## config.mk

```make
export PLATFORM = sky130hd
export DESIGN_NAME = directory_name_table
export DESIGN_NICKNAME = d
export VERILOG_FILES = /design/src/rtl/dnt_pkg.sv /design/src/rtl/dnt_ram.sv /design/src/rtl/dnt_norm.sv /design/src/rtl/dnt_ctrl.sv /design/src/rtl/directory_name_table.sv
export SDC_FILE = /design/constraint.sdc
export NUM_CORES = 2
export LEC_CHECK = 0
export BUFFER_PORTS_ARGS = -buffer_cell sky130_fd_sc_hd__buf_2
export CORE_UTILIZATION = 69
export CTS_BUF_LIST = sky130_fd_sc_hd__clkbuf_4
export DETAILED_ROUTE_END_ITERATION = 7
export GPL_TIMING_DRIVEN = 0
export PLACE_DENSITY = 0.87
export RECOVER_POWER = 25
export SLEW_MARGIN = 5
export SYNTH_ARGS = -nofsm -noshare
export SYNTH_HDL_FRONTEND = slang
export SYNTH_SLANG_ARGS = --single-unit
export TNS_END_PERCENT = 10
```

## constraint.sdc

```tcl
create_clock -name clk -period 20.7 [get_ports clk]
set_input_delay 4.14 -clock clk [delete_from_list [all_inputs] [get_ports clk]]
set_output_delay 4.14 -clock clk [all_outputs]
set_load 0.02 [all_outputs]
```

## src/rtl/dnt_pkg.sv

```systemverilog
// ----------------------------------------------------------------------------
// dnt_pkg
// Shared types and constants of the directory name table.
// ----------------------------------------------------------------------------
`default_nettype none

package dnt_pkg;

  localparam int ENTRIES_DEF    = 16;
  localparam int NAME_BYTES_DEF = 9;
  localparam int OP_W           = 2;
  localparam int KEY_LOW_W      = 64;
  localparam int KEY_HIGH_W     = 8;
  localparam int SECTOR_W       = 10;
  localparam int SLOT_W         = 4;
  localparam int MAX_NAME_BYTES = 9;
  localparam int ENTRY_W        = KEY_LOW_W + KEY_HIGH_W + SECTOR_W;

  typedef enum logic [OP_W-1:0] {
    OP_FIND    = 2'd0,
    OP_ADD     = 2'd1,
    OP_REMOVE  = 2'd2,
    OP_RLOOKUP = 2'd3
  } op_t;

  typedef struct packed {
    logic                  success;
    logic [SLOT_W-1:0]     slot;
    logic [SECTOR_W-1:0]   sector;
    logic [KEY_LOW_W-1:0]  found_low;
    logic [KEY_HIGH_W-1:0] found_high;
  } result_t;

endpackage

`default_nettype wire

```

## src/rtl/dnt_ram.sv

```systemverilog
// ----------------------------------------------------------------------------
// dnt_ram
// Generic single-write, single-read synchronous RAM with registered read.
// ----------------------------------------------------------------------------
`default_nettype none

module dnt_ram #(
  parameter int WIDTH = 8,
  parameter int DEPTH = 16,
  parameter int AW    = (DEPTH > 1) ? $clog2(DEPTH) : 1
) (
  input  wire logic             clk,
  input  wire logic             we,
  input  wire logic [AW-1:0]    waddr,
  input  wire logic [WIDTH-1:0] wdata,
  input  wire logic             re,
  input  wire logic [AW-1:0]    raddr,
  output logic      [WIDTH-1:0] rdata
);

  logic [WIDTH-1:0] mem [DEPTH];
  logic [WIDTH-1:0] rdata_r;

  always_ff @(posedge clk) begin
    if (we) begin
      mem[waddr] <= wdata;
    end
    if (re) begin
      rdata_r <= mem[raddr];
    end
  end

  assign rdata = rdata_r;

endmodule

`default_nettype wire

```

## src/rtl/dnt_norm.sv

```systemverilog
// ----------------------------------------------------------------------------
// dnt_norm
// Key normalizer: zeroes every byte from the first zero byte, or from
// NAME_BYTES on.
// ----------------------------------------------------------------------------
`default_nettype none

module dnt_norm #(
  parameter int NAME_BYTES = dnt_pkg::NAME_BYTES_DEF
) (
  input  wire logic [dnt_pkg::KEY_LOW_W-1:0]  key_low,
  input  wire logic [dnt_pkg::KEY_HIGH_W-1:0] key_high,
  output logic      [dnt_pkg::KEY_LOW_W-1:0]  norm_low,
  output logic      [dnt_pkg::KEY_HIGH_W-1:0] norm_high
);

  localparam int KEY_W = dnt_pkg::KEY_LOW_W + dnt_pkg::KEY_HIGH_W;

  always_comb begin
    logic             ended;
    logic [7:0]       b;
    logic [KEY_W-1:0] key_all;
    logic [KEY_W-1:0] norm_all;
    ended    = 1'b0;
    key_all  = {key_high, key_low};
    norm_all = '0;
    for (int i = 0; i < dnt_pkg::MAX_NAME_BYTES; i++) begin
      b = key_all[8*i +: 8];
      if (i >= NAME_BYTES || b == 8'd0) begin
        ended = 1'b1;
      end
      if (ended) begin
        b = 8'd0;
      end
      norm_all[8*i +: 8] = b;
    end
    norm_low  = norm_all[dnt_pkg::KEY_LOW_W-1:0];
    norm_high = norm_all[KEY_W-1:dnt_pkg::KEY_LOW_W];
  end

endmodule

`default_nettype wire

```

## src/rtl/dnt_ctrl.sv

```systemverilog
// ----------------------------------------------------------------------------
// dnt_ctrl
// Scan sequencer: walks the entry RAM one entry a cycle, keeps the valid
// marks, and commits add / remove at the end of the request.
// ----------------------------------------------------------------------------
`default_nettype none

module dnt_ctrl #(
  parameter int ENTRIES = dnt_pkg::ENTRIES_DEF
) (
  input  wire logic                           clk,
  input  wire logic                           rst_n,
  input  wire logic                           req_vld,
  output logic                                req_rdy,
  input  wire logic [dnt_pkg::OP_W-1:0]       req_op,
  input  wire logic [dnt_pkg::KEY_LOW_W-1:0]  req_low,
  input  wire logic [dnt_pkg::KEY_HIGH_W-1:0] req_high,
  input  wire logic [dnt_pkg::SECTOR_W-1:0]   req_sector,
  output logic                                res_vld,
  input  wire logic                           res_rdy,
  output dnt_pkg::result_t                    res
);

  localparam int IDX_W = (ENTRIES > 1) ? $clog2(ENTRIES) : 1;
  localparam int CNT_W = $clog2(ENTRIES + 1);
  localparam int KL_W  = dnt_pkg::KEY_LOW_W;
  localparam int KH_W  = dnt_pkg::KEY_HIGH_W;
  localparam int SC_W  = dnt_pkg::SECTOR_W;

  typedef enum logic [2:0] {
    ST_IDLE = 3'b001,
    ST_SCAN = 3'b010,
    ST_FIN  = 3'b100
  } state_t;

  state_t                    state_r, state_nxt;
  dnt_pkg::op_t              op_r;
  logic [KL_W-1:0]           key_low_r;
  logic [KH_W-1:0]           key_high_r;
  logic [SC_W-1:0]           sec_r;
  logic [CNT_W-1:0]          cnt_r;
  logic                      cmp_vld_r;
  logic [IDX_W-1:0]          cmp_idx_r;
  logic                      free_vld_r;
  logic [IDX_W-1:0]          free_idx_r;
  logic                      hit_r;
  logic [IDX_W-1:0]          hit_idx_r;
  logic [SC_W-1:0]           hit_sector_r;
  logic [KL_W-1:0]           hit_low_r;
  logic [KH_W-1:0]           hit_high_r;
  logic [ENTRIES-1:0]        valid_r;

  logic                      accept;
  logic                      issue;
  logic                      ent_v;
  logic                      match;
  logic                      last;
  logic                      commit;
  logic                      add_ok;
  logic [IDX_W-1:0]          res_idx;
  logic [dnt_pkg::ENTRY_W-1:0] rdata;
  logic [KL_W-1:0]           rd_low;
  logic [KH_W-1:0]           rd_high;
  logic [SC_W-1:0]           rd_sector;

  assign accept  = req_vld && req_rdy;
  assign req_rdy = (state_r == ST_IDLE);
  assign issue   = (state_r == ST_SCAN) && (cnt_r < CNT_W'(ENTRIES));

  assign {rd_low, rd_high, rd_sector} = rdata;

  assign ent_v = valid_r[cmp_idx_r];
  assign match = cmp_vld_r && ent_v &&
                 ((op_r == dnt_pkg::OP_RLOOKUP) ? (rd_sector == sec_r)
                                                : (rd_low == key_low_r &&
                                                   rd_high == key_high_r));
  assign last  = cmp_vld_r && (cmp_idx_r == IDX_W'(ENTRIES - 1));

  assign add_ok  = (op_r == dnt_pkg::OP_ADD) && !hit_r && free_vld_r;
  assign res_vld = (state_r == ST_FIN);
  assign commit  = res_vld && res_rdy;
  assign res_idx = (op_r == dnt_pkg::OP_ADD) ? free_idx_r : hit_idx_r;

  always_comb begin
    res            = '0;
    res.success    = (op_r == dnt_pkg::OP_ADD) ? add_ok : hit_r;
    res.slot       = res.success ? dnt_pkg::SLOT_W'(res_idx) : '0;
    res.sector     = (op_r == dnt_pkg::OP_FIND && hit_r) ? hit_sector_r : '0;
    res.found_low  = (op_r == dnt_pkg::OP_RLOOKUP && hit_r) ? hit_low_r : '0;
    res.found_high = (op_r == dnt_pkg::OP_RLOOKUP && hit_r) ? hit_high_r : '0;
  end

  always_comb begin
    state_nxt = state_r;
    unique case (state_r)
      ST_IDLE: begin
        if (accept) begin
          state_nxt = ST_SCAN;
        end
      end
      ST_SCAN: begin
        if (match || last) begin
          state_nxt = ST_FIN;
        end
      end
      ST_FIN: begin
        if (res_rdy) begin
          state_nxt = ST_IDLE;
        end
      end
      default: state_nxt = ST_IDLE;
    endcase
  end

  always_ff @(posedge clk) begin
    if (!rst_n) begin
      state_r   <= ST_IDLE;
      cmp_vld_r <= 1'b0;
      valid_r   <= '0;
    end else begin
      state_r   <= state_nxt;
      cmp_vld_r <= issue;
      if (commit && add_ok) begin
        valid_r[free_idx_r] <= 1'b1;
      end else if (commit && op_r == dnt_pkg::OP_REMOVE && hit_r) begin
        valid_r[hit_idx_r] <= 1'b0;
      end
    end
  end

  always_ff @(posedge clk) begin
    if (accept) begin
      op_r       <= dnt_pkg::op_t'(req_op);
      key_low_r  <= req_low;
      key_high_r <= req_high;
      sec_r      <= req_sector;
      cnt_r      <= '0;
      hit_r      <= 1'b0;
      free_vld_r <= 1'b0;
    end else begin
      if (issue) begin
        cnt_r <= cnt_r + CNT_W'(1);
      end
      if (state_r == ST_SCAN && cmp_vld_r) begin
        if (!ent_v && !free_vld_r) begin
          free_vld_r <= 1'b1;
          free_idx_r <= cmp_idx_r;
        end
        if (match) begin
          hit_r        <= 1'b1;
          hit_idx_r    <= cmp_idx_r;
          hit_sector_r <= rd_sector;
          hit_low_r    <= rd_low;
          hit_high_r   <= rd_high;
        end
      end
    end
    if (issue) begin
      cmp_idx_r <= cnt_r[IDX_W-1:0];
    end
  end

  dnt_ram #(
    .WIDTH (dnt_pkg::ENTRY_W),
    .DEPTH (ENTRIES),
    .AW    (IDX_W)
  ) u_entry_ram (
    .clk   (clk),
    .we    (commit && add_ok),
    .waddr (free_idx_r),
    .wdata ({key_low_r, key_high_r, sec_r}),
    .re    (issue),
    .raddr (cnt_r[IDX_W-1:0]),
    .rdata (rdata)
  );

endmodule

`default_nettype wire

```

## src/rtl/directory_name_table.sv

```systemverilog
// ----------------------------------------------------------------------------
// directory_name_table
// Fixed table of named entries: find, add, remove and reverse lookup by
// sector, one request at a time.
// ----------------------------------------------------------------------------
// A request is taken when the block is idle and scans the entry RAM one entry
// per cycle, stopping at the first match (an add with no duplicate scans every
// entry); the single read port of the entry RAM sets this rate. Add and
// remove commit when the result moves into the output register, which lets
// the next request start while the result still waits on out_ready. Valid
// marks sit in flip-flops and clear at reset, so no clearing pass is needed.
`default_nettype none

module directory_name_table #(
  parameter int ENTRIES    = dnt_pkg::ENTRIES_DEF,
  parameter int NAME_BYTES = dnt_pkg::NAME_BYTES_DEF
) (
  input  wire logic                           clk,
  input  wire logic                           rst_n,
  input  wire logic                           in_valid,
  output logic                                in_ready,
  input  wire logic [dnt_pkg::OP_W-1:0]       in_op,
  input  wire logic [dnt_pkg::KEY_LOW_W-1:0]  in_key_low,
  input  wire logic [dnt_pkg::KEY_HIGH_W-1:0] in_key_high,
  input  wire logic [dnt_pkg::SECTOR_W-1:0]   in_sector_in,
  output logic                                out_valid,
  input  wire logic                           out_ready,
  output logic                                out_success,
  output logic      [dnt_pkg::SLOT_W-1:0]     out_slot,
  output logic      [dnt_pkg::SECTOR_W-1:0]   out_sector_out,
  output logic      [dnt_pkg::KEY_LOW_W-1:0]  out_found_low,
  output logic      [dnt_pkg::KEY_HIGH_W-1:0] out_found_high
);

  logic [dnt_pkg::KEY_LOW_W-1:0]  norm_low;
  logic [dnt_pkg::KEY_HIGH_W-1:0] norm_high;
  logic                           res_vld;
  logic                           res_rdy;
  dnt_pkg::result_t               res;
  dnt_pkg::result_t               out_res_r;
  logic                           out_valid_r;

  dnt_norm #(
    .NAME_BYTES (NAME_BYTES)
  ) u_norm (
    .key_low   (in_key_low),
    .key_high  (in_key_high),
    .norm_low  (norm_low),
    .norm_high (norm_high)
  );

  dnt_ctrl #(
    .ENTRIES (ENTRIES)
  ) u_ctrl (
    .clk        (clk),
    .rst_n      (rst_n),
    .req_vld    (in_valid),
    .req_rdy    (in_ready),
    .req_op     (in_op),
    .req_low    (norm_low),
    .req_high   (norm_high),
    .req_sector (in_sector_in),
    .res_vld    (res_vld),
    .res_rdy    (res_rdy),
    .res        (res)
  );

  assign res_rdy = !out_valid_r || out_ready;

  always_ff @(posedge clk) begin
    if (!rst_n) begin
      out_valid_r <= 1'b0;
    end else if (res_rdy) begin
      out_valid_r <= res_vld;
    end
  end

  always_ff @(posedge clk) begin
    if (res_vld && res_rdy) begin
      out_res_r <= res;
    end
  end

  assign out_valid      = out_valid_r;
  assign out_success    = out_res_r.success;
  assign out_slot       = out_res_r.slot;
  assign out_sector_out = out_res_r.sector;
  assign out_found_low  = out_res_r.found_low;
  assign out_found_high = out_res_r.found_high;

  a_idle_no_result: assert property (@(posedge clk) disable iff (!rst_n)
    in_ready |-> !res_vld)
    else $error("result pending while idle");

  a_one_at_a_time: assert property (@(posedge clk) disable iff (!rst_n)
    (in_valid && in_ready) |=> !in_ready)
    else $error("second request taken during scan");

  a_fail_zero: assert property (@(posedge clk) disable iff (!rst_n)
    (out_valid && !out_success) |-> (out_slot == '0 && out_sector_out == '0 &&
      out_found_low == '0 && out_found_high == '0))
    else $error("failed result carries data");

  a_handoff: assert property (@(posedge clk) disable iff (!rst_n)
    (res_vld && !res_rdy) |=> res_vld)
    else $error("result dropped before handoff");

endmodule

`default_nettype wire
```

Yosys cells after proc, flatten, opt, wreduce, memory -nomap -nowiden
Memories as Yosys holds them, arrays and structs flattened. A register that Yosys moved wholly into a read port is not among the register bits.
Cells that the tools add are included.
- register bits after elaboration: 293
- memory bits (writable): 1312
- memories: 1
- memory list (name ; words ; bits a word ; read ports ; clocked after Yosys merged registers in ; write ports ; line ; source):
    u_ctrl.u_entry_ram.mem ; 16 ; 82 ; 1 ; 1 ; 1 ; dnt_ram.sv:21 ; logic [WIDTH-1:0] mem [DEPTH];
- add/sub/neg operators: 1
- order comparisons: 6
- eq/ne operators: 13
- mux-type cells: 26
- bitwise logic cells: 4
- reductions and logical operators: 40
- operator list (cell ; count):
    zero test 8 bit ; 9
    == test 64 bit ; 1
    2-to-1 mux 16 bit ; 2
    logical AND 1 bit ; 18
    bitwise AND 16 bit ; 1
    2-to-1 mux 1 bit ; 16
    inverter 16 bit ; 1
    bitwise OR 16 bit ; 1
    < comparator 4 x 5 -> 1 bit (second input constant) ; 3
    == test 10 bit ; 1
    2-to-1 mux 3 bit ; 3
    case mux 3 bit (3 select lines) ; 1
    AND reduction 3 bit ; 3
    demux 1 bit (select 4 bit) ; 2
    == test 8 bit ; 1
    >= comparator 4 x 1 -> 1 bit (second input constant) ; 2
    adder 5 x 1 -> 5 bit (second input constant) ; 1
    < comparator 5 bit (second input constant) ; 1
    binary-select mux 1 bit (select 4 bit) ; 1
    == test 2 bit (second input constant) ; 2
    == test 4 bit (second input constant) ; 1
    zero test 1 bit ; 4
    2-to-1 mux 4 bit ; 1
    != test 2 bit (second input constant) ; 2
    other kinds (10) ; 12

Longest topological paths before layout
- depth in word-level cells: 10
- mapped depth: 9

Cells and area by module
A second synthesis with hierarchy kept.
- cell total of the unflattened synthesis: 2892
- area, all modules: 63357.0 sq um
- modules (own cells, without submodules) (module ; instances ; cells each ; area each (sq um) ; sequential area each (sq um)):
    dnt_ram ; 1 ; 2103 ; 51504.4 ; 41860.1
    dnt_ctrl ; 1 ; 547 ; 8245.4 ; 5885.6
    directory_name_table ; 1 ; 92 ; 2670.1 ; 2632.5
    dnt_norm ; 1 ; 150 ; 937.1 ; 0.0

Worst setup path before layout
Ideal clock, no wire load.
- path type: in2reg
- start: input out_ready
- end: register u_ctrl.valid_r[3]
- setup time: 0.083 ns
- arrival: 13.978 ns
- required time: 20.617 ns
- setup slack: 6.639 ns
- stages: 7
- buffers on the path: 1
- path through: nand2b_1 -> and3_1 -> clkbuf_1 -> and2_4 -> nand3_1 -> nor3_1 -> o221a_2
- longest elaborated chain between the ends: 5
- elaborated cells on any way between the ends: 7
- ends and longest elaborated chain (element ; line ; source):
    start: declaration ; directory_name_table.sv:27 ; input wire logic out_ready,
    logical OR 1 bit (*) ; directory_name_table.sv:68 ; assign res_rdy = !out_valid_r || out_ready;
    logical AND 1 bit (*) ; dnt_ctrl.sv:81 ; assign commit = res_vld && res_rdy;
    named net u_ctrl.commit ; dnt_ctrl.sv:58 ; logic commit;
    logical AND 1 bit (2 in series) ; dnt_ctrl.sv:125 ; end else if (commit && op_r == dnt_pkg::OP_REMOVE && hit_r) begin
    nonzero test 2 bit (no source line) ; n/a ;
    end signal: assignment ; dnt_ctrl.sv:119 ; valid_r <= '0;
    end signal: indexed assignment ; dnt_ctrl.sv:124 ; valid_r[free_idx_r] <= 1'b1;
    end signal: indexed assignment ; dnt_ctrl.sv:126 ; valid_r[hit_idx_r] <= 1'b0;
    end: declaration ; dnt_ctrl.sv:51 ; logic [ENTRIES-1:0] valid_r;
The timed path passes the listed nets; every way through them passes the cells marked *.
A chain may end at the register's enable or synchronous reset.

Final worst setup path
- start: input out_ready
- end: memory u_ctrl.u_entry_ram.mem[0][22] (netlist name), enable pin
- longest elaborated chain between the ends: 5
- ends and longest elaborated chain (element ; line ; source):
    logical OR 1 bit ; directory_name_table.sv:68 ;
    logical AND 1 bit ; dnt_ctrl.sv:81 ;
    named net u_ctrl.commit ; dnt_ctrl.sv:58 ;
    logical AND 1 bit ; dnt_ctrl.sv:169 ; .we (commit && add_ok),
    2-to-1 mux 1 bit ; dnt_ram.sv:25 ; if (we) begin
    2-to-1 mux 1 bit (not written as such) ; dnt_ram.sv:26 ; mem[waddr] <= wdata;
    end: declaration ; dnt_ram.sv:21 ;
The timed path passes the listed nets, and every way through them passes these cells.

==> key figures <==
Status
  – Status: finished, violations left
  – Failing checks: max-capacitance violations

Critical path
  – Reg-to-reg critical path startpoint: u_ctrl.key_high_r[6]
  – WS Path Type: in -> reg
  – CP max FO: 48
  – Critical path's slowest cell: nor3_4
  – Worst path required time: about 22 ns
  – Worst Path Buf+Inv: 8
  – R2r endpoint: u_ctrl.hit_low_r[18]
  – CP dominant cell by count: buf_16
  – Cell depth of the worst flop-to-flop path: 11
  – Largest stage delay, worst path: 0.78 ns
  – CP delay by family, top: buffers and inverters
  – Critical-path cell list: buf_2 > nand2b_1 > and3_1 > clkbuf_4 > buf_16 > and2_4 > or3b_4 > nor3_4 > buf_16 > buf_16 > buf_16 > buf_16 > buf_16
  – R2R Setup Slk: approximately 15 ns
  – Setup crit end kind: flip-flop
  – CP Depth: 13
  – WP data arrival: 8.07 ns
  – CP startpoint kind: primary input

Clock network
  – Clk pin slew, worst setup/hold paths: about 0.070 ns
  – CTS Buf Count: 405
  – H-tree depth: 5
  – Cts hold-fix bufs: 0
  – CTS root buf: clkbuf_4
  – Max clock buf depth: 4
  – Clk_lat worst skew: 1.28 ns
  – Setup Buffers After CTS: 0
  – Post-cts resize count: 0
  – TritonCTS clock tree: built
  – CTS Sinks: around 1700

Global route
  – GRT Util Overall: 0.4153
  – Total global routing overflow: 0
  – Initial antenna violation count: 9
  – Vias in the first global route: about 37000
  – Largest net degree at the start of global routing: about 50
  – Global-route wire length before repair: around 260 mm

STA
  – Final hold viol count: 0
  – Tmin final: slightly above 7 ns
  – Final Max Slew Viols: 0
  – Total Neg Setup Slack: 0 ns
  – Worst Skew: 0.1399 ns
  – Final setup fails: 0
  – Fin crit share: 0.3477
  – RSZ-0062 raised after global routing: no
  – FMAX: roughly 140 MHz
  – Slew HR: 0.01336
  – Final setup margin: 13.50 ns
  – Pin slew with the least headroom to its limit: ~1.5 ns

Final layout
  – Seq. cell area: roughly 0.050 mm^2
  – Most frequent cells in the layout: edfxtp_1, clkbuf_4, mux4_2
  – Multi-input gate area: 0.01221 mm^2
  – Final net count: roughly 3400
  – P&R area growth vs syn: 15.16%
  – Layout cells sized above 1: 0.3877
  – Commonest non-fill, non-tap cell in the layout: edfxtp_1
  – Fill cells: 3662

Floorplanning
  – Die W: between 300 and 400 um
  – Area of the core: 0.09029 mm^2
  – Rows: 110
  – Io pins: 177
  – Die Ht: 304.2 um
  – Die area: slightly above 0.09 mm^2
  – Initial Util: 0.6981

Detailed routing
  – Drt drc: 0
  – Iteration count of the initial detailed-routing pass: 8
  – Post-route ant nets: 0
  – DRT iter0 DRCs: around 6500
  – Drt wl/cell: between 30 and 40 um
  – Final WL: 187.7 mm
  – Via Count: approximately 36000
  – Avg Vias per Cell: 7.433

Synth
  – Synth top area share: 0.7904
  – Largest cells by area after synthesis: edfxtp_1, mux4_2, and2_1, dfxtp_1, xnor2_1
  – Yosys reg bits: between 1500 and 2000
  – Async S/R FF share, synth: 0
  – Number of synthesized flops with an enable pin: about 1700
  – Avg Cell Area, Syn: between 20 and 25 um^2
  – Number of distinct library cells after synthesis: between 40 and 50
  – Post-Synthesis Cells: roughly 2600
  – Most used DFF post-synth: edfxtp_1
  – Sequential-to-total area share from yosys stat: 0.7993
  – Syn. warnings: 0
  – Post-synth net total: around 2700
  – Leading area contributor after synthesis: edfxtp_1
  – Synthesized area: between 0.06 and 0.07 mm^2

Pwr
  – Static leakage: 23.36 nW
  – Max VDD drop: 0.08637 mV
  – Pwr dens: approximately 93 mW/mm^2

Place
  – Buffers on Ports: between 150 and 200
  – Post-Place Setup Slack: about 12 ns
  – DP Wirelength: around 110 mm
  – Global placement routability congestion: about 0.8

Run
  – Max-cap violations: 1

Min path
  – Hold_sp: u_ctrl.u_entry_ram.rdata[41]
  – Min-Delay Path Class: reg -> reg
  – Hold path cells: 0
  – Min-Delay Endpoint: u_ctrl.hit_low_r[23]
## Yosys cell counts (2+ instances only)
cell,instances
edfxtp_1,1659
mux4_2,412
and2_1,139
clkbuf_1,68
xnor2_1,59
buf_2,37
nor2_1,29
dfxtp_1,28
xor2_1,26
nor4_1,25
nand4_1,18
o221a_2,16
nand2_1,15
and3_1,12
mux2i_1,9
buf_4,8
nand2b_1,7
nor3_1,7
buf_1,5
nand3b_1,5
inv_1,4
nand3_1,4
a21oi_1,3
o21ai_0,3
a21o_1,2
a221oi_1,2
and3_4,2
buf_6,2
nor2b_1,2
nor3b_1,2
o31ai_1,2
or2_2,2
## registers in the layout (all words and copies together), names as in the netlist, 5 cells and up
signal and flops:
u_ctrl.valid_r 16, u_ctrl.u_entry_ram.mem 1312, u_ctrl.hit_sector_r 10, u_ctrl.sec_r 10, u_ctrl.u_entry_ram.rdata 82, u_ctrl.key_high_r 8, out_found_low 64, u_ctrl.hit_low_r 64
out_sector_out 10, u_ctrl.cnt_r 5, u_ctrl.hit_high_r 8, out_found_high 8, u_ctrl.key_low_r 64
## layer usage
metal / global-route usage / vias to the layer above / wire [um]
li1: - / 12770 / -
met1: 0.5207 / 17490 / 55530
met2: 0.6415 / 4541 / 89050
met3: 0.1268 / 995 / 28910
met4: 0.2663 / 10 / 14100
met5: 0.006202 / - / 69
## worst register-to-register path, cell delays in order (launching register included)
cell	delay [ns]
edfxtp_1	0.64
xnor2_1	0.94
nand4_1	0.48
nor4_1	0.66
nand3_1	0.30
o31ai_1	0.77
nand2_1	0.26
nor2_4	0.50
buf_16	0.24
buf_12	0.22
buf_12	0.25
buf_16	0.24
## stage by stage
stage / power [mW] / hold WS, ns / utilization / cells / cell area, um^2
after global routing: 6.925 / 0.4422 / 0.8038 / 4814 / 72570
after detailed placement: 4.106 / 0.4509 / 0.7486 / 4098 / 67580
after floorplan: 4.010 / 0.4064 / - / 2628 / 63030
after global placement: 4.084 / 0.4169 / 0.7241 / 3980 / 65380
after CTS: 6.752 / 0.4524 / 0.8037 / 4813 / 72560
final: 6.763 / 0.4624 / 0.8039 / 4817 / 72580
## kinds of logic (layout without fill, tap and decap cells)
| logic type | after synthesis | count (layout) | share of synthesized area |
|---|---|---|---|
| buffers and inverters | 124 | 1133 | 0.008834 |
| and+or+nand+nor | 277 | 277 | 0.02630 |
| muxes | 421 | 421 | 0.1487 |
| AOI/OAI and AO/OA | 33 | 33 | 0.004864 |
| adders and majority gates | 1 | 1 | 0.0001985 |
| DFF | 1687 | 1687 | 0.7993 |
| other | 0 | 4 | 0 |
| xor gates and xnor gates | 85 | 85 | 0.01181 |
## cell type report
class / count / area share
clock inverters: 138 / 0.008912
plain buffers: 120 / 0.007602
well taps: 1176 / 0.02027
repair buffers: 294 / 0.04082
clock buffers: 577 / 0.05968
inverters: 4 / 0.0002069
multi-input cells: 817 / 0.1683
flip-flops and latches: 1687 / 0.6941
diodes: 4 / 0.0001379
## power by group
group	total, mW	internal (mW)	switching (mW)
sequential	3.83	3.77	0.0589
clock	2.72	1.32	1.40
combinational	0.211	0.0944	0.117
## how the worst max path moves through the flow
stage,startpoint,endpoint
floorplan,out_ready,u_ctrl.valid_r[3]
global placement,out_ready,u_ctrl.valid_r[2]
detailed placement,out_ready,u_ctrl.u_entry_ram.mem[0][18]
CTS,out_ready,u_ctrl.u_entry_ram.mem[0][21]
global route,out_ready,u_ctrl.u_entry_ram.mem[0][22]
finish,out_ready,u_ctrl.u_entry_ram.mem[0][22]
Power figures use the tool's default switching activity.
